--- src/rtl/core/mprq_pkg.sv ---
package mprq_pkg;

   localparam int DEPTH_DEFAULT = 16;
   localparam int ID_W          = 8;
   localparam int PRIO_W        = 8;
   localparam int OP_W          = 2;
   localparam int STATUS_W      = 2;

   typedef struct packed {
      logic [PRIO_W-1:0] prio;
      logic [ID_W-1:0]   id;
   } entry_type;

   typedef enum logic [OP_W-1:0] {
      OP_ENQ   = 2'd0,
      OP_DEQ   = 2'd1,
      OP_PURGE = 2'd2,
      OP_NOP   = 2'd3
   } op_code_type;

   typedef enum logic [STATUS_W-1:0] {
      ST_DONE = 2'd0,
      ST_MISS = 2'd1,
      ST_FULL = 2'd2
   } status_type;

   typedef enum logic [2:0] {
      S_IDLE,
      S_SCAN,
      S_REMOVE,
      S_INSERT,
      S_DONE
   } fsm_state_type;

endpackage

--- src/rtl/core/mprq_cell.sv ---
module mprq_cell
   import mprq_pkg::*;
(
   input  logic      clock,
   input  logic      shift_en,
   input  entry_type d_next,
   output entry_type q
);

   entry_type entry_ff;
   entry_type entry_in;

   always_comb begin
      entry_in = shift_en ? d_next : entry_ff;
   end

   always_ff @(posedge clock) begin
      entry_ff <= entry_in;
   end

   assign q = entry_ff;

endmodule

--- src/rtl/core/min_priority_ready_queue_unit.sv ---
// enqueue and purge make one pass around the ring of cells, dequeue makes a scan pass
//   and then a remove pass; full, empty and no-op requests go straight to the response
// one request at a time: the next request is accepted only after the response of the last
//   one has been registered; a pass turns the ring once and does not wait on the output,
//   but the response is held back while an earlier response waits to be taken
// reset: synchronous active high, empties the queue; slot contents are not cleared
module min_priority_ready_queue_unit
   import mprq_pkg::*;
#(
   parameter  int QUEUE_DEPTH = DEPTH_DEFAULT,
   localparam int CNT_W       = $clog2(QUEUE_DEPTH + 1),
   localparam int RSP_W       = ((ID_W + PRIO_W + CNT_W + 1 + 7) / 8) * 8
) (
   input  logic                clock,
   input  logic                reset,
   input  logic                req_tvalid,
   output logic                req_tready,
   input  logic [15:0]         req_tdata,  // proc_id, prio
   input  logic [OP_W-1:0]     req_tuser,  // req_type
   output logic                rsp_tvalid,
   input  logic                rsp_tready,
   output logic [RSP_W-1:0]    rsp_tdata,  // out_id, out_prio, entry_count, is_empty
   output logic [STATUS_W-1:0] rsp_tuser   // status
);

   localparam int IDX_W = $clog2(QUEUE_DEPTH);
   localparam logic [IDX_W-1:0] LAST_STEP = IDX_W'(QUEUE_DEPTH - 1);
   localparam logic [CNT_W-1:0] FULL_CNT  = CNT_W'(QUEUE_DEPTH);

   fsm_state_type state_ff, state_in;
   op_code_type   op_ff, op_in;
   entry_type     key_ff, key_in;
   logic [IDX_W-1:0] step_ff, step_in;
   logic [IDX_W-1:0] best_idx_ff, best_idx_in;
   logic [PRIO_W-1:0] best_prio_ff, best_prio_in;
   logic          found_ff, found_in;
   logic [CNT_W-1:0] count_ff, count_in;
   status_type    res_status_ff, res_status_in;
   entry_type     res_entry_ff, res_entry_in;
   logic          rsp_valid_ff, rsp_valid_in;
   logic [RSP_W-1:0] rsp_data_ff, rsp_data_in;
   status_type    rsp_status_ff, rsp_status_in;

   entry_type cell_q    [QUEUE_DEPTH];
   entry_type cell_next [QUEUE_DEPTH];
   logic      cell_en   [QUEUE_DEPTH];

   entry_type head;
   entry_type tail_src;
   logic      accept;
   logic      last_step;
   logic      step_live;
   logic      shift_en;
   logic      short_ring;
   logic      drop_now;
   logic      out_free;
   op_code_type req_op;

   assign head       = cell_q[0];
   assign req_op     = op_code_type'(req_tuser);
   assign req_tready = (state_ff == S_IDLE);
   assign accept     = req_tvalid && req_tready;
   assign last_step  = (step_ff == LAST_STEP);
   assign step_live  = (CNT_W'(step_ff) < count_ff);
   assign shift_en   = (state_ff == S_SCAN) || (state_ff == S_REMOVE) ||
                       (state_ff == S_INSERT);
   assign short_ring = (state_ff == S_REMOVE) && found_ff;
   assign out_free   = !rsp_valid_ff || rsp_tready;

   always_comb begin
      drop_now = 1'b0;
      if (state_ff == S_REMOVE && !found_ff) begin
         if (op_ff == OP_DEQ) begin
            drop_now = (step_ff == best_idx_ff);
         end else begin
            drop_now = step_live && (head.id == key_ff.id);
         end
      end
   end

   always_comb begin
      tail_src = head;
      if (state_ff == S_INSERT && CNT_W'(step_ff) == count_ff) begin
         tail_src = key_ff;
      end
   end

   // ring, head at cell 0: cells take the upper neighbor; head or new key wraps to top
   for (genvar i = 0; i < QUEUE_DEPTH; i++) begin : g_cell
      if (i < QUEUE_DEPTH - 2) begin : g_mid
         assign cell_next[i] = cell_q[i+1];
         assign cell_en[i]   = shift_en;
      end else if (i == QUEUE_DEPTH - 2) begin : g_pen
         assign cell_next[i] = short_ring ? head : cell_q[QUEUE_DEPTH-1];
         assign cell_en[i]   = shift_en;
      end else begin : g_tail
         assign cell_next[i] = tail_src;
         assign cell_en[i]   = shift_en && !short_ring;
      end

      mprq_cell u_cell (
         .clock    (clock),
         .shift_en (cell_en[i]),
         .d_next   (cell_next[i]),
         .q        (cell_q[i])
      );
   end

   // next state
   always_comb begin
      state_in = state_ff;
      unique case (state_ff)
         S_IDLE: begin
            if (accept) begin
               unique case (req_op)
                  OP_ENQ:   state_in = (count_ff == FULL_CNT) ? S_DONE : S_INSERT;
                  OP_DEQ:   state_in = (count_ff == '0) ? S_DONE : S_SCAN;
                  OP_PURGE: state_in = (count_ff == '0) ? S_DONE : S_REMOVE;
                  default:  state_in = S_DONE;
               endcase
            end
         end
         S_SCAN: begin
            if (last_step) begin
               state_in = S_REMOVE;
            end
         end
         S_REMOVE, S_INSERT: begin
            if (last_step) begin
               state_in = S_DONE;
            end
         end
         S_DONE: begin
            if (out_free) begin
               state_in = S_IDLE;
            end
         end
         default: state_in = S_IDLE;
      endcase
   end

   // datapath and outputs
   always_comb begin
      op_in         = op_ff;
      key_in        = key_ff;
      step_in       = step_ff;
      best_idx_in   = best_idx_ff;
      best_prio_in  = best_prio_ff;
      found_in      = found_ff;
      count_in      = count_ff;
      res_status_in = res_status_ff;
      res_entry_in  = res_entry_ff;
      rsp_valid_in  = rsp_valid_ff && !rsp_tready;
      rsp_data_in   = rsp_data_ff;
      rsp_status_in = rsp_status_ff;

      if (shift_en) begin
         step_in = last_step ? '0 : step_ff + 1'b1;
      end

      unique case (state_ff)
         S_IDLE: begin
            if (accept) begin
               op_in         = req_op;
               key_in.id     = req_tdata[ID_W-1:0];
               key_in.prio   = req_tdata[ID_W+PRIO_W-1:ID_W];
               step_in       = '0;
               found_in      = 1'b0;
               res_entry_in  = '0;
               res_status_in = ST_DONE;
               if (req_op == OP_ENQ && count_ff == FULL_CNT) begin
                  res_status_in = ST_FULL;
               end else if ((req_op == OP_DEQ || req_op == OP_PURGE) &&
                            count_ff == '0) begin
                  res_status_in = ST_MISS;
               end
            end
         end
         S_SCAN: begin
            if (step_live && (step_ff == '0 || head.prio < best_prio_ff)) begin
               best_idx_in  = step_ff;
               best_prio_in = head.prio;
            end
         end
         S_REMOVE: begin
            if (drop_now) begin
               found_in     = 1'b1;
               res_entry_in = head;
            end
            if (last_step) begin
               if (found_ff || drop_now) begin
                  count_in      = count_ff - 1'b1;
                  res_status_in = ST_DONE;
               end else begin
                  res_status_in = ST_MISS;
               end
            end
         end
         S_INSERT: begin
            if (last_step) begin
               count_in = count_ff + 1'b1;
            end
         end
         S_DONE: begin
            if (out_free) begin
               rsp_valid_in  = 1'b1;
               rsp_status_in = res_status_ff;
               rsp_data_in   = RSP_W'({(count_ff == '0), count_ff,
                                       res_entry_ff.prio, res_entry_ff.id});
            end
         end
         default: begin
            step_in = '0;
         end
      endcase
   end

   always_ff @(posedge clock) begin
      if (reset) begin
         state_ff     <= S_IDLE;
         count_ff     <= '0;
         rsp_valid_ff <= 1'b0;
         step_ff      <= '0;
         found_ff     <= 1'b0;
      end else begin
         state_ff     <= state_in;
         count_ff     <= count_in;
         rsp_valid_ff <= rsp_valid_in;
         step_ff      <= step_in;
         found_ff     <= found_in;
      end
   end

   always_ff @(posedge clock) begin
      op_ff         <= op_in;
      key_ff        <= key_in;
      best_idx_ff   <= best_idx_in;
      best_prio_ff  <= best_prio_in;
      res_status_ff <= res_status_in;
      res_entry_ff  <= res_entry_in;
      rsp_data_ff   <= rsp_data_in;
      rsp_status_ff <= rsp_status_in;
   end

   assign rsp_tvalid = rsp_valid_ff;
   assign rsp_tdata  = rsp_data_ff;
   assign rsp_tuser  = rsp_status_ff;

endmodule
--- config.mk ---
export PLATFORM = sky130hd
export DESIGN_NAME = min_priority_ready_queue_unit
export DESIGN_NICKNAME = d
export VERILOG_FILES = /design/src/rtl/core/mprq_pkg.sv /design/src/rtl/core/mprq_cell.sv /design/src/rtl/core/min_priority_ready_queue_unit.sv
export SDC_FILE = /design/constraint.sdc
export NUM_CORES = 1
export LEC_CHECK = 0
export BUFFER_PORTS_ARGS = -buffer_cell sky130_fd_sc_hd__buf_2
export CAP_MARGIN = 20
export CELL_PAD_IN_SITES_DETAIL_PLACEMENT = 0
export CELL_PAD_IN_SITES_GLOBAL_PLACEMENT = 1
export CORE_MARGIN = 4
export CORE_UTILIZATION = 36
export CTS_CLUSTER_SIZE = 28
export DETAILED_ROUTE_END_ITERATION = 8
export GPL_ROUTABILITY_DRIVEN = 0
export GPL_TIMING_DRIVEN = 0
export PLACE_DENSITY = 0.6
export SKIP_LAST_GASP = 1
export SLEW_MARGIN = 15
export SYNTH_ARGS = -nofsm -noshare
export SYNTH_HDL_FRONTEND = slang
export SYNTH_SLANG_ARGS = --single-unit
--- constraint.sdc ---
create_clock -name clock -period 17.4 [get_ports clock]
set_clock_uncertainty 0.15 [all_clocks]
set_input_delay 1.74 -clock clock [delete_from_list [all_inputs] [get_ports clock]]
set_output_delay 1.74 -clock clock [all_outputs]
set_load 0.005 [all_outputs]
==> key figures, run 1 <==
Synth
  • Mapped Cells: between 500 and 600
  • Yosys top cell by area: edfxtp_1
  • Most common flop cell mapped by yosys: edfxtp_1
  • EDFF count, synth: 328
  • Xor/xnor cell area share of the yosys netlist: under 10%
  • Async set-reset flop share out of synthesis: 0%
  • Synth warn: 0
  • Top cells by area, synth: edfxtp_1 (83%), mux2_2 (3.3%), dfxtp_1 (2.4%)
  • Post-Synthesis Cell Area: roughly 12,000 µm²
  • Post-synthesis mux area share: approximately 3.4%
  • Largest family of logic cells by synthesized area: simple AND/OR/NAND/NOR gates
  • Simple-gate area share of the yosys netlist: around 4.2%
  • Top cell type's share of synthesized area: 82.6%
  • FF+latch count, synth: 342
  • Synth Area in Compound Gates: under 10%
  • Cell variety after synth: 53
  • Average cell area after synthesis: 20.3 µm²
  • Post-synthesis sequential area ratio: about 85%
  • Synth Area in Adders: 2.27%

Critical path
  • CP delay by family, top: simple AND/OR/NAND/NOR gates
  • Crit path depth: 3
  • Worst Path Arrival: 1.90 ns
  • Critical R2R Launch: count_ff[2]
  • Worst r2r path cells: 8
  • Crit-path cells: clkbuf_1 -> nor3_1 -> buf_2
  • Critical path's slowest cell: nor3_1
  • Critical Path Source Type: register
  • CP Class: reg -> out
  • Critical R2R Capture: res_entry_ff[6]
  • CP Max Fanout: 10
  • Worst path required time: 15.51 ns
  • Critical path endpoint category: output port
  • CP max stage delay: approximately 0.55 ns
  • R2r setup slk: between 10 and 15 ns
  • Crit path launch: state_ff[2]
  • Worst Path Buf+Inv: 2
  • Setup crit end: req_tready

CTS
  • # H-tree levels: 2
  • Skew-Pair Late Insertion Delay: about 0.51 ns
  • Clock transition at the registers of the reported paths: around 0.06 ns
  • Post-cts hold buffer count: 0
  • Clock sinks: between 300 and 400
  • Deepest clock path buffer count: 3
  • Post-CTS Setup Inserts: 0
  • CTS Buf Count: 36
  • Post-CTS sizing: 0
  • CTS tree: yes
  • Clock Tree Root: clkbuf_16

Floorplan
  • Die width: roughly 190 µm
  • Full die area: roughly 36,000 µm²
  • # IOs: 50
  • Chip Height: 190 µm
  • Starting density of the core: between 30% and 40%
  • Core box area: between 30,000 and 40,000 µm²
  • Rows: 66

Pwr
  • Maximum vdd drop: between 0.00006 and 0.00007 V
  • Seq pwr share: roughly 56%
  • Leakage: 0.00469 µW
  • Psw: around 330 µW
  • Sw Share: about a fifth
  • Pwr dens: around 120 nW/µm²
  • Power share of the combinational group: under 10%
  • Clock power frac: a little over two fifths
  • P_int: ~1400 µW

Routing
  • Initial DRC count: ~340
  • Drt wl/cell: 17.2 µm
  • Total Wirelength: 19.8 mm
  • Vias per cell: ~4.6
  • Drt drc: 0
  • DRT Pass-1 Iters: 4
  • Via count: 5,302
  • Final ANT Viol Nets: 0

Timing
  • Final Hold Viols: 0
  • Setup TNS: 0 ns
  • Final setup violation count: 0
  • Final min period: approximately 3.8 ns
  • Slew HR: a little over two fifths
  • Setup repair after global routing missed its margin: no
  • Final Cycle Share: 21.8%
  • Actual slew at the worst max-slew pin: between 0.8 and 0.9 ns
  • Post-route setup slack: between 10 and 15 ns
  • Final Slew Violations: 0
  • Maximum clock frequency: between 0.2 and 0.3 GHz

Global routing
  • First-pass GRT wire length: 31.4 mm
  • Met3 GRT Util: under 10%
  • Tot GR Track Use: 11.2%
  • Overflow after GRT: 0
  • Top Usage Layer GRT: met2
  • Largest net degree at the start of global routing: 35
  • Grt met2 use: between 10% and 20%
  • GRT met1 Usage: 15.1%
  • Initial antenna violation count: 1
  • Vias in the first global route: 5,521

Finish
  • Fill count: roughly 2.8k
  • Area of the multi-input gates: around 1700 µm²
  • Area Overhead vs Synth: 17.7%
  • Nets@finish: 730
  • Layout cells sized above 1: between 20 and 25%
  • Post-route insts no fill: 1,151
  • Register area: 10,100 µm²

Flow run
  • Maxcap violations: 0

Placed design
  • Dpl ws: approximately 14 ns
  • DP Cell Count: 1,091
  • PortBufs: 46
  • Hpwl dp: 12.7 mm

Hold path
  • Hold Crit Start: g_cell[8].u_cell.q[11]
  • Hold-critical path depth: 0
  • Min-Delay Path Class: reg -> reg

Outcome
  • Outcome: finished clean
[cells by family (layout without fill, tap and decap cells)]
kind of cell / Yosys count / count (layout)
flops: 342 / 342
other cells: 1 / 3
fa+ha+maj: 21 / 21
compound gates: 50 / 50
xor+xnor: 15 / 15
buf+inv: 31 / 150
mux: 36 / 36
simple gates: 92 / 92
[layer usage]
layer | wire length (µm) | up-vias
li1 | - | 2471
met1 | 8880 | 2665
met2 | 9230 | 114
met3 | 987 | 52
met4 | 734 | 0
met5 | 0 | -
[sequential cells by signal (all words and copies together), names as in the netlist, 2 cells and up]
register and cells:
best_idx_ff 4, best_prio_ff 8, count_ff 5, g_cell.u_cell.q 256
key_ff 16, op_ff 2, res_entry_ff 16, res_status_ff 2
rsp_tdata 22, rsp_tuser 2, state_ff 3, step_ff 4
[worst reg2reg max path, cell delays in order (launching register included)]
cell	delay [ns]
dfxtp_1	0.41
inv_1	0.10
ha_1	0.31
and4b_1	0.21
a211oi_1	0.44
o211ai_1	0.26
o41a_1	0.44
o21ai_2	0.51
buf_8	0.24
[Yosys cell counts, types with 5 or more instances]
library cell,number
edfxtp_1,328
mux2_2,35
nor2_1,25
ha_1,20
and2_1,19
inv_1,18
a21oi_1,16
dfxtp_1,14
xor2_1,14
nand2_1,11
nor3_1,8
o21ai_0,7
nand2b_1,6
a211oi_1,5
a21o_1,5
clkbuf_1,5
[through the flow]
step | cell area, µm² | utilization (%) | hold WS, ns | total power [µW]
final | 14000 | 43.0 | 0.250 | 1680
after global placement | 12700 | 39.0 | 0.252 | 1000
after CTS | 14000 | 43.0 | 0.244 | 1710
after detailed placement | 13000 | 39.7 | 0.255 | 998
after global routing | 14000 | 43.0 | 0.259 | 1750
after floorplan | 11900 | - | 0.250 | 980
[layout make-up]
class,count,share of cell area [%]
buffer,13,0.508
tap,442,3.94
antenna,1,0.0178
inverter,18,0.481
multi-input combinational,216,12.0
clock inverter,16,0.998
sequential,342,72.2
clock buffer,43,6.68
timing repair buffer,60,3.19
[how the worst min path moves through the flow]
stage	endpoint	slack [ns]
after floorplan	g_cell[0].u_cell.q[0]	0.25
after global placement	g_cell[10].u_cell.q[8]	0.25
after detailed placement	g_cell[11].u_cell.q[9]	0.25
after CTS	g_cell[7].u_cell.q[11]	0.24
after global routing	g_cell[7].u_cell.q[11]	0.26
final	g_cell[7].u_cell.q[11]	0.25
[power by group through the flow]
stage	clock network, µW	logic (µW)	registers [µW]
global placement	0	36.2	964
floorplan	0	22.1	958
global route	764	47.9	938
detailed placement	0	44.2	954
CTS	728	44.4	937
finish	705	43.2	936
[cell usage in the layout, fill, tap and decap left out, types with 3 or more instances in the layout]
cell type	Yosys	layout
a21oi_1	16	15
inv_1	18	18
buf_4	3	7
clkbuf_1	5	11
nor3_1	8	7
o21ai_0	7	6
nand2b_1	6	6
and2_1	19	19
nor2_1	25	24
clkbuf_16	0	36
a21o_1	5	5
clkinv_2	0	4
nand2_1	11	11
a211oi_1	5	5
edfxtp_1	328	328
nand3_1	3	3
clkinv_1	0	7
ha_1	20	20
mux2_2	35	35
buf_2	3	50
xor2_1	14	14
buf_12	0	7
o21bai_1	3	3
dfxtp_1	14	14
Note: power is estimated with default switching activity, not from simulation.
==> inputs of run 2 (changes only) <==
clock period = 3.84 ns   (was 17.4 ns; I/O delays follow)
==> run 2 against run 1 <==
Global-route usage down 0.30 points. Routed wire length is 1.3% lower. Register-to-register slack got worse by 14 ns. Critical endpoint is now res_entry_ff[8]. Highest routed layer unchanged.
==> key figures, run 2 (same netlist as run 1, synthesis figures left out) <==
Global routing
  • Initial antenna violation count: 0 (-1)
  • Vias in the first global route: 5,458 (-1.1%)
  • Overflow after GRT: 0 (unchanged)
  • Largest net degree at the start of global routing: 35 (unchanged)
  • First-pass GRT wire length: 30.7 mm (-2.2%)
  • Tot GR Track Use: 10.9% (-0.30 points)

Routing
  • Drt wl/cell: 16.7 µm (-3.0%)
  • Met2 wire length: 9.37 mm (+1.5%)
  • DRT Pass-1 Iters: 4 (unchanged)
  • Drt drc: 0 (unchanged)
  • Via count: 5,435 (+2.5%)
  • Vias per cell: 4.64 (+0.76%)
  • Total Wirelength: 19.6 mm (-1.3%)
  • Initial DRC count: 404 (+21%)
  • Final ANT Viol Nets: 0 (unchanged)
  • DR top layer: met4
  • Met1 WL: 8.86 mm (-0.20%)
  • DR WL met3: 855 µm (-13%)

Placed design
  • PortBufs: 46 (unchanged)
  • Placement-stage cell area: 13,000 µm² (+0.50%)
  • DP Cell Count: 1,093 (+0.18%)
  • Hpwl dp: 12.7 mm (-0.37%)

Critical path
  • Critical path endpoint category: register
  • R2r setup slk: 0.46 ns (-13.57 ns)
  • Worst Path Buf+Inv: 2 (unchanged)
  • CP delay by family, top: compound AO/OA/AOI/OAI gates
  • CP max stage delay: 0.56 ns (about the same)
  • CP Max Fanout: 9 (-1)
  • Worst Path Arrival: 3.42 ns (+1.52 ns)
  • Worst path required time: 3.89 ns (-11.62 ns)
  • Crit-path cells: inv_1 -> ha_1 -> and4b_1 -> a211oi_1 -> o211ai_1 -> o41a_1 -> o21ai_2 -> buf_6
  • Critical path's slowest cell: o21ai_2
  • CP Class: reg -> reg
  • Critical Path Source Type: register

Flow run
  • Maxcap violations: 0 (unchanged)

Finish
  • Area Overhead vs Synth: 19.7%
  • Nets@finish: 748 (+2.5%)
  • Layout cells sized above 1: 22.6% (+0.18 points)
  • Max reg flops: 256 (unchanged)
  • Final Util: 43.8% (+0.74 points)
  • Fill count: 2,774 (-1.4%)
  • Most frequent cells in the layout: edfxtp_1 (328), buf_2 (48), mux2_2 (35)
  • Post-route insts no fill: 1,171 (+1.7%)
  • Final instance area: 14,300 µm² (+1.7%)
  • Antenna diodes: 0 (-1)
  • Most common cell after layout, fill and taps aside: edfxtp_1

Hold path
  • Min-Delay Path Class: in -> reg

CTS
  • CTS Buf Count: 34 (-5.6%)
  • Post-CTS sizing: 0 (unchanged)
  • Deepest clock path buffer count: 3 (unchanged)
  • Clock Tree Root: clkbuf_16
  • Clock sinks: 342 (unchanged)
  • Skew-Pair Late Insertion Delay: 0.49 ns (-0.02 ns)
  • # H-tree levels: 2 (unchanged)
  • CTS tree: yes
  • Clock transition at the registers of the reported paths: 0.06 ns (about the same)

Floorplan
  • Chip Height: 190 µm (unchanged)
  • Die width: 190 µm (unchanged)
  • # IOs: 50 (unchanged)
  • Full die area: 36,100 µm² (unchanged)
  • Rows: 66 (unchanged)
  • Core box area: 32,600 µm² (unchanged)
  • Starting density of the core: 36.6% (unchanged)

Outcome
  • Outcome: finished clean

Timing
  • Final min period: about 3.4 ns
  • Final Cycle Share: between 80% and 90%
  • Final Slew Violations: 0 (unchanged)
  • Setup repair after global routing missed its margin: no
  • Slew HR: 39.2% (-2.8 points)
  • Maximum clock frequency: 0.296 GHz
  • Final Hold Viols: 0 (unchanged)
  • Actual slew at the worst max-slew pin: 0.909 ns (+0.0390 ns)
  • Final setup violation count: 0 (unchanged)
  • Setup TNS: 0 ns (unchanged)

Pwr
  • Pwr dens: 536 nW/µm² (+350%)
  • Leakage: 0.00478 µW (+2.1%)
  • Maximum vdd drop: 0.000248 V (+270%)
## run 2: cell types whose count changed in the layout (fill, tap and decap cells not counted), moves of 2 or more
cell and change:
buf_16 +2, buf_2 -2, buf_6 +3, bufinv_16 +2, clkbuf_16 -2, clkinv_2 +2, dfxtp_1 -2, dfxtp_2 +2
dlygate4sd3_1 +18, inv_6 -2
## run 2: routing by layer
metal | vias to the layer above | GRT usage [%]
met5 | - | 0
met4 | 0 | 3.56
met3 | 44 | 2.40
met2 | 118 | 17.2
met1 | 2770 | 15.1
li1 | 2503 | -
## run 2: power by group
part           leakage, µW  switching [µW]  internal, µW
clock network     0.000525            1300          1900
logic              0.00115             133          84.2
registers          0.00311            36.8          4200
total              0.00478            1470          6190
## run 2: what timing repair did
action,CTS,global route
hold buffers,18,0
endpoints found under the hold margin,18,0
setup buffers,0,0
## run 2: worst paths after layout
kind                         startpoint               endpoint  cells after the start
setup / recovery            count_ff[2]        res_entry_ff[8]                      8
hold / removal               rsp_tready            state_ff[2]                      4
setup reg to reg            count_ff[2]        res_entry_ff[8]                      8
hold reg to reg   g_cell[9].u_cell.q[6]  g_cell[8].u_cell.q[6]                      0
## run 2: final cells by class
class | count | area [µm²] | area share (%)
flip-flops and latches | 342 | 10100 | 71.0
multi-input cells | 216 | 1690 | 11.9
clock buffers | 42 | 881 | 6.17
repair buffers | 80 | 673 | 4.71
well taps | 442 | 553 | 3.87
clock inverters | 18 | 196 | 1.38
plain buffers | 13 | 81.3 | 0.570
inverters | 18 | 67.6 | 0.473
## run 2: tightest hold or removal path, delay by kind of cell
kind | cells | cell delay (ns)
buf+inv | 1 | 0.07
compound gates | 1 | 0.07
simple gates | 2 | 0.21
## run 2: per-stage QoR
stage	hold slack (ns)	total power, µW	setup WS [ns]
global placement	0.251	4500	-2.37
floorplan	0.250	4420	-1.25
CTS	0.119	7780	0.419
global route	0.149	7970	0.270
finish	0.154	7660	0.465
detailed placement	0.255	4530	0.431
==> inputs of run 3 (changes only) <==
--- a/config.mk
+++ b/config.mk
@@ -18,2 +18,3 @@
 export PLACE_DENSITY = 0.6
+export SKIP_CTS_REPAIR_TIMING = 1
 export SKIP_LAST_GASP = 1
--- a/constraint.sdc
+++ b/constraint.sdc
@@ -4,2 +4,2 @@
 set_output_delay 0.384 -clock clock [all_outputs]
-set_load 0.005 [all_outputs]
+set_load 0.05 [all_outputs]
==> run 3 against run 2 <==
Hold slack worse by 0.0029 ns. Via count is 0.59% lower. Routed wire length is 0.20% lower. Power is 0.56% higher. Critical path depth stayed put. First-iteration DRC count is 4.0% lower. Non-clock buffer count stayed put. Combinational power is 19% higher. Register-to-register slack hardly changed. Sequential power hardly changed. Worst setup slack better by 0.0037 ns. Largest power group unchanged.
==> key figures, run 3 (same netlist as run 1, synthesis figures left out) <==
Global routing
  • First-pass GRT wire length: 30.5 mm (-0.67%)
  • Tot GR Track Use: 10.8% (-0.052 points)
  • Vias in the first global route: 5,415 (-0.79%)
  • Initial antenna violation count: 0 (unchanged)
  • Largest net degree at the start of global routing: 35 (unchanged)
  • Overflow after GRT: 0 (unchanged)

Floorplan
  • # IOs: 50 (unchanged)
  • Core box area: 32,600 µm² (unchanged)
  • Chip Height: 190 µm (unchanged)
  • Full die area: 36,100 µm² (unchanged)
  • Die width: 190 µm (unchanged)
  • Rows: 66 (unchanged)
  • Starting density of the core: 36.6% (unchanged)

Pwr
  • P_int: 6190 µW (about the same)
  • Leakage: 0.00478 µW (unchanged)
  • Maximum vdd drop: 0.000248 V (-0.12%)
  • Seq pwr share: 55.0% (-0.3 points)
  • Total power: 7700 µW (+0.56%)
  • Psw: 1510 µW (+2.9%)
  • Power share of the combinational group: 3.4% (+0.6 points)
  • Sw Share: 19.7% (+0.44 points)
  • Pwr dens: 539 nW/µm² (+0.56%)
  • Clock power frac: 41.6% (-0.2 points)

Placed design
  • Hpwl dp: 12.7 mm (unchanged)
  • PortBufs: 46 (unchanged)

Routing
  • Drt wl/cell: 16.7 µm (-0.20%)
  • DRT Pass-1 Iters: 5 (+1)
  • Total Wirelength: 19.5 mm (-0.20%)
  • Vias per cell: 4.61 (-0.59%)
  • Initial DRC count: 388 (-4.0%)
  • DR top layer: met4
  • Final ANT Viol Nets: 0 (unchanged)
  • Via count: 5,403 (-0.59%)
  • Met1 WL: 8.81 mm (-0.59%)
  • Met2 wire length: 9.41 mm (+0.39%)
  • DR WL met3: 818 µm (-4.3%)
  • Drt drc: 0 (unchanged)

CTS
  • Skew-Pair Late Insertion Delay: 0.49 ns (about the same)
  • Clock Tree Root: clkbuf_16
  • # H-tree levels: 2 (unchanged)
  • CTS tree: yes
  • Clock sinks: 342 (unchanged)
  • CTS Buf Count: 34 (unchanged)
  • Deepest clock path buffer count: 3 (unchanged)
  • Clock transition at the registers of the reported paths: 0.06 ns (about the same)

Critical path
  • Critical R2R Capture: res_entry_ff[8]
  • CP Max Fanout: 9 (unchanged)
  • Critical path endpoint category: register
  • Worst Path Arrival: 3.42 ns (about the same)
  • Worst r2r path cells: 8 (unchanged)
  • Crit-path cells: inv_1 -> ha_1 -> and4b_1 -> a211oi_1 -> o211ai_1 -> o41a_1 -> o21ai_2 -> buf_6
  • CP Class: reg -> reg
  • CP max stage delay: 0.56 ns (about the same)
  • R2r setup slk: 0.47 ns (about the same)
  • Critical Path Source Type: register
  • Critical path's slowest cell: o21ai_2
  • Critical R2R Launch: count_ff[2]
  • Worst path required time: 3.89 ns (about the same)

Flow run
  • Maxcap violations: 0 (unchanged)

Timing
  • Final min period: 3.37 ns (-0.00369 ns)
  • Setup TNS: 0 ns (unchanged)
  • Setup repair after global routing missed its margin: no
  • Final Slew Violations: 0 (unchanged)
  • Maximum clock frequency: 0.297 GHz (+0.11%)
  • Final Cycle Share: 87.8% (-0.096 points)
  • Actual slew at the worst max-slew pin: 0.929 ns (+0.0204 ns)
  • Slew HR: 37.8% (-1.4 points)
  • Final setup violation count: 0 (unchanged)
  • Final Hold Viols: 0 (unchanged)

Finish
  • Layout cells sized above 1: 22.6% (unchanged)
  • Max reg flops: 256 (unchanged)
  • Area Overhead vs Synth: 19.7% (unchanged)
  • Area of the multi-input gates: 1690 µm² (unchanged)
  • Register area: 10,100 µm² (unchanged)
  • Nets@finish: 748 (unchanged)
  • Most common cell after layout, fill and taps aside: edfxtp_1
  • Antenna diodes: 0 (unchanged)
  • Fill count: 2,778 (+0.14%)
  • Most frequent cells in the layout: edfxtp_1 (328), buf_2 (48), mux2_2 (35)

Hold path
  • Worst Hold Path EP: state_ff[1]
  • Hold-critical path depth: 3 (-1)
  • Min-Delay Path Class: in -> reg
  • Hold Crit Start: req_tvalid

Outcome
  • Outcome: finished clean
run 3: cell counts in the layout (fill, tap and decap cells not counted):
Identical to the previous run, type by type.
run 3: how the worst max path moves through the flow:
stage	startpoint	end	slack (ns)	cells past startpoint
detailed placement	count_ff[2]	res_entry_ff[8]	0.43	8
global placement	state_ff[2]	step_ff[3]	-2.37	5
global route	g_cell[0].u_cell.q[6]	res_entry_ff[8]	0.27	6
floorplan	state_ff[0]	step_ff[3]	-1.25	6
CTS	g_cell[0].u_cell.q[6]	res_entry_ff[8]	0.42	6
finish	count_ff[2]	res_entry_ff[8]	0.47	8
run 3: power groups by stage:
stage               sequential, µW  combinational (µW)  clock [µW]
finish                        4240                 259        3210
global route                  4250                 282        3490
CTS                           4240                 251        3310
detailed placement            4320                 251           0
global placement              4330                 212           0
floorplan                     4350                 110           0
run 3: metal layers:
layer / up-vias / GRT usage, %
met5: - / 0
met2: 111 / 17.2
met3: 42 / 2.53
li1: 2503 / -
met1: 2747 / 14.8
met4: 0 / 3.56
run 3: layout make-up:
class	count	area share, %
Sequential cell	342	71.0
Inverter	18	0.473
Timing Repair Buffer	80	4.71
Clock buffer	42	6.17
Clock inverter	18	1.38
Buffer	13	0.570
Multi-Input combinational cell	216	11.9
Tap cell	442	3.87
run 3: critical path: cells and delay by family, from the launching register on:
kind,cells,cell delay [ns]
AO/OA/AOI/OAI,4,1.66
adder cells (fa/ha/maj),1,0.31
buffers and inverters,2,0.34
flip-flops,1,0.41
AND/OR/NAND/NOR,1,0.21
run 3: through the flow:
step,cell area (µm²),setup WS (ns),cells,util [%],hold slack [ns]
after floorplan,12000,-1.25,589,-,0.250
after global placement,12700,-2.37,1077,39.1,0.251
after detailed placement,13000,0.431,1093,39.9,0.255
after CTS,14100,0.419,1153,43.2,-0.109
after global routing,14300,0.270,1171,43.8,0.149
final,14300,0.468,1171,43.8,0.151
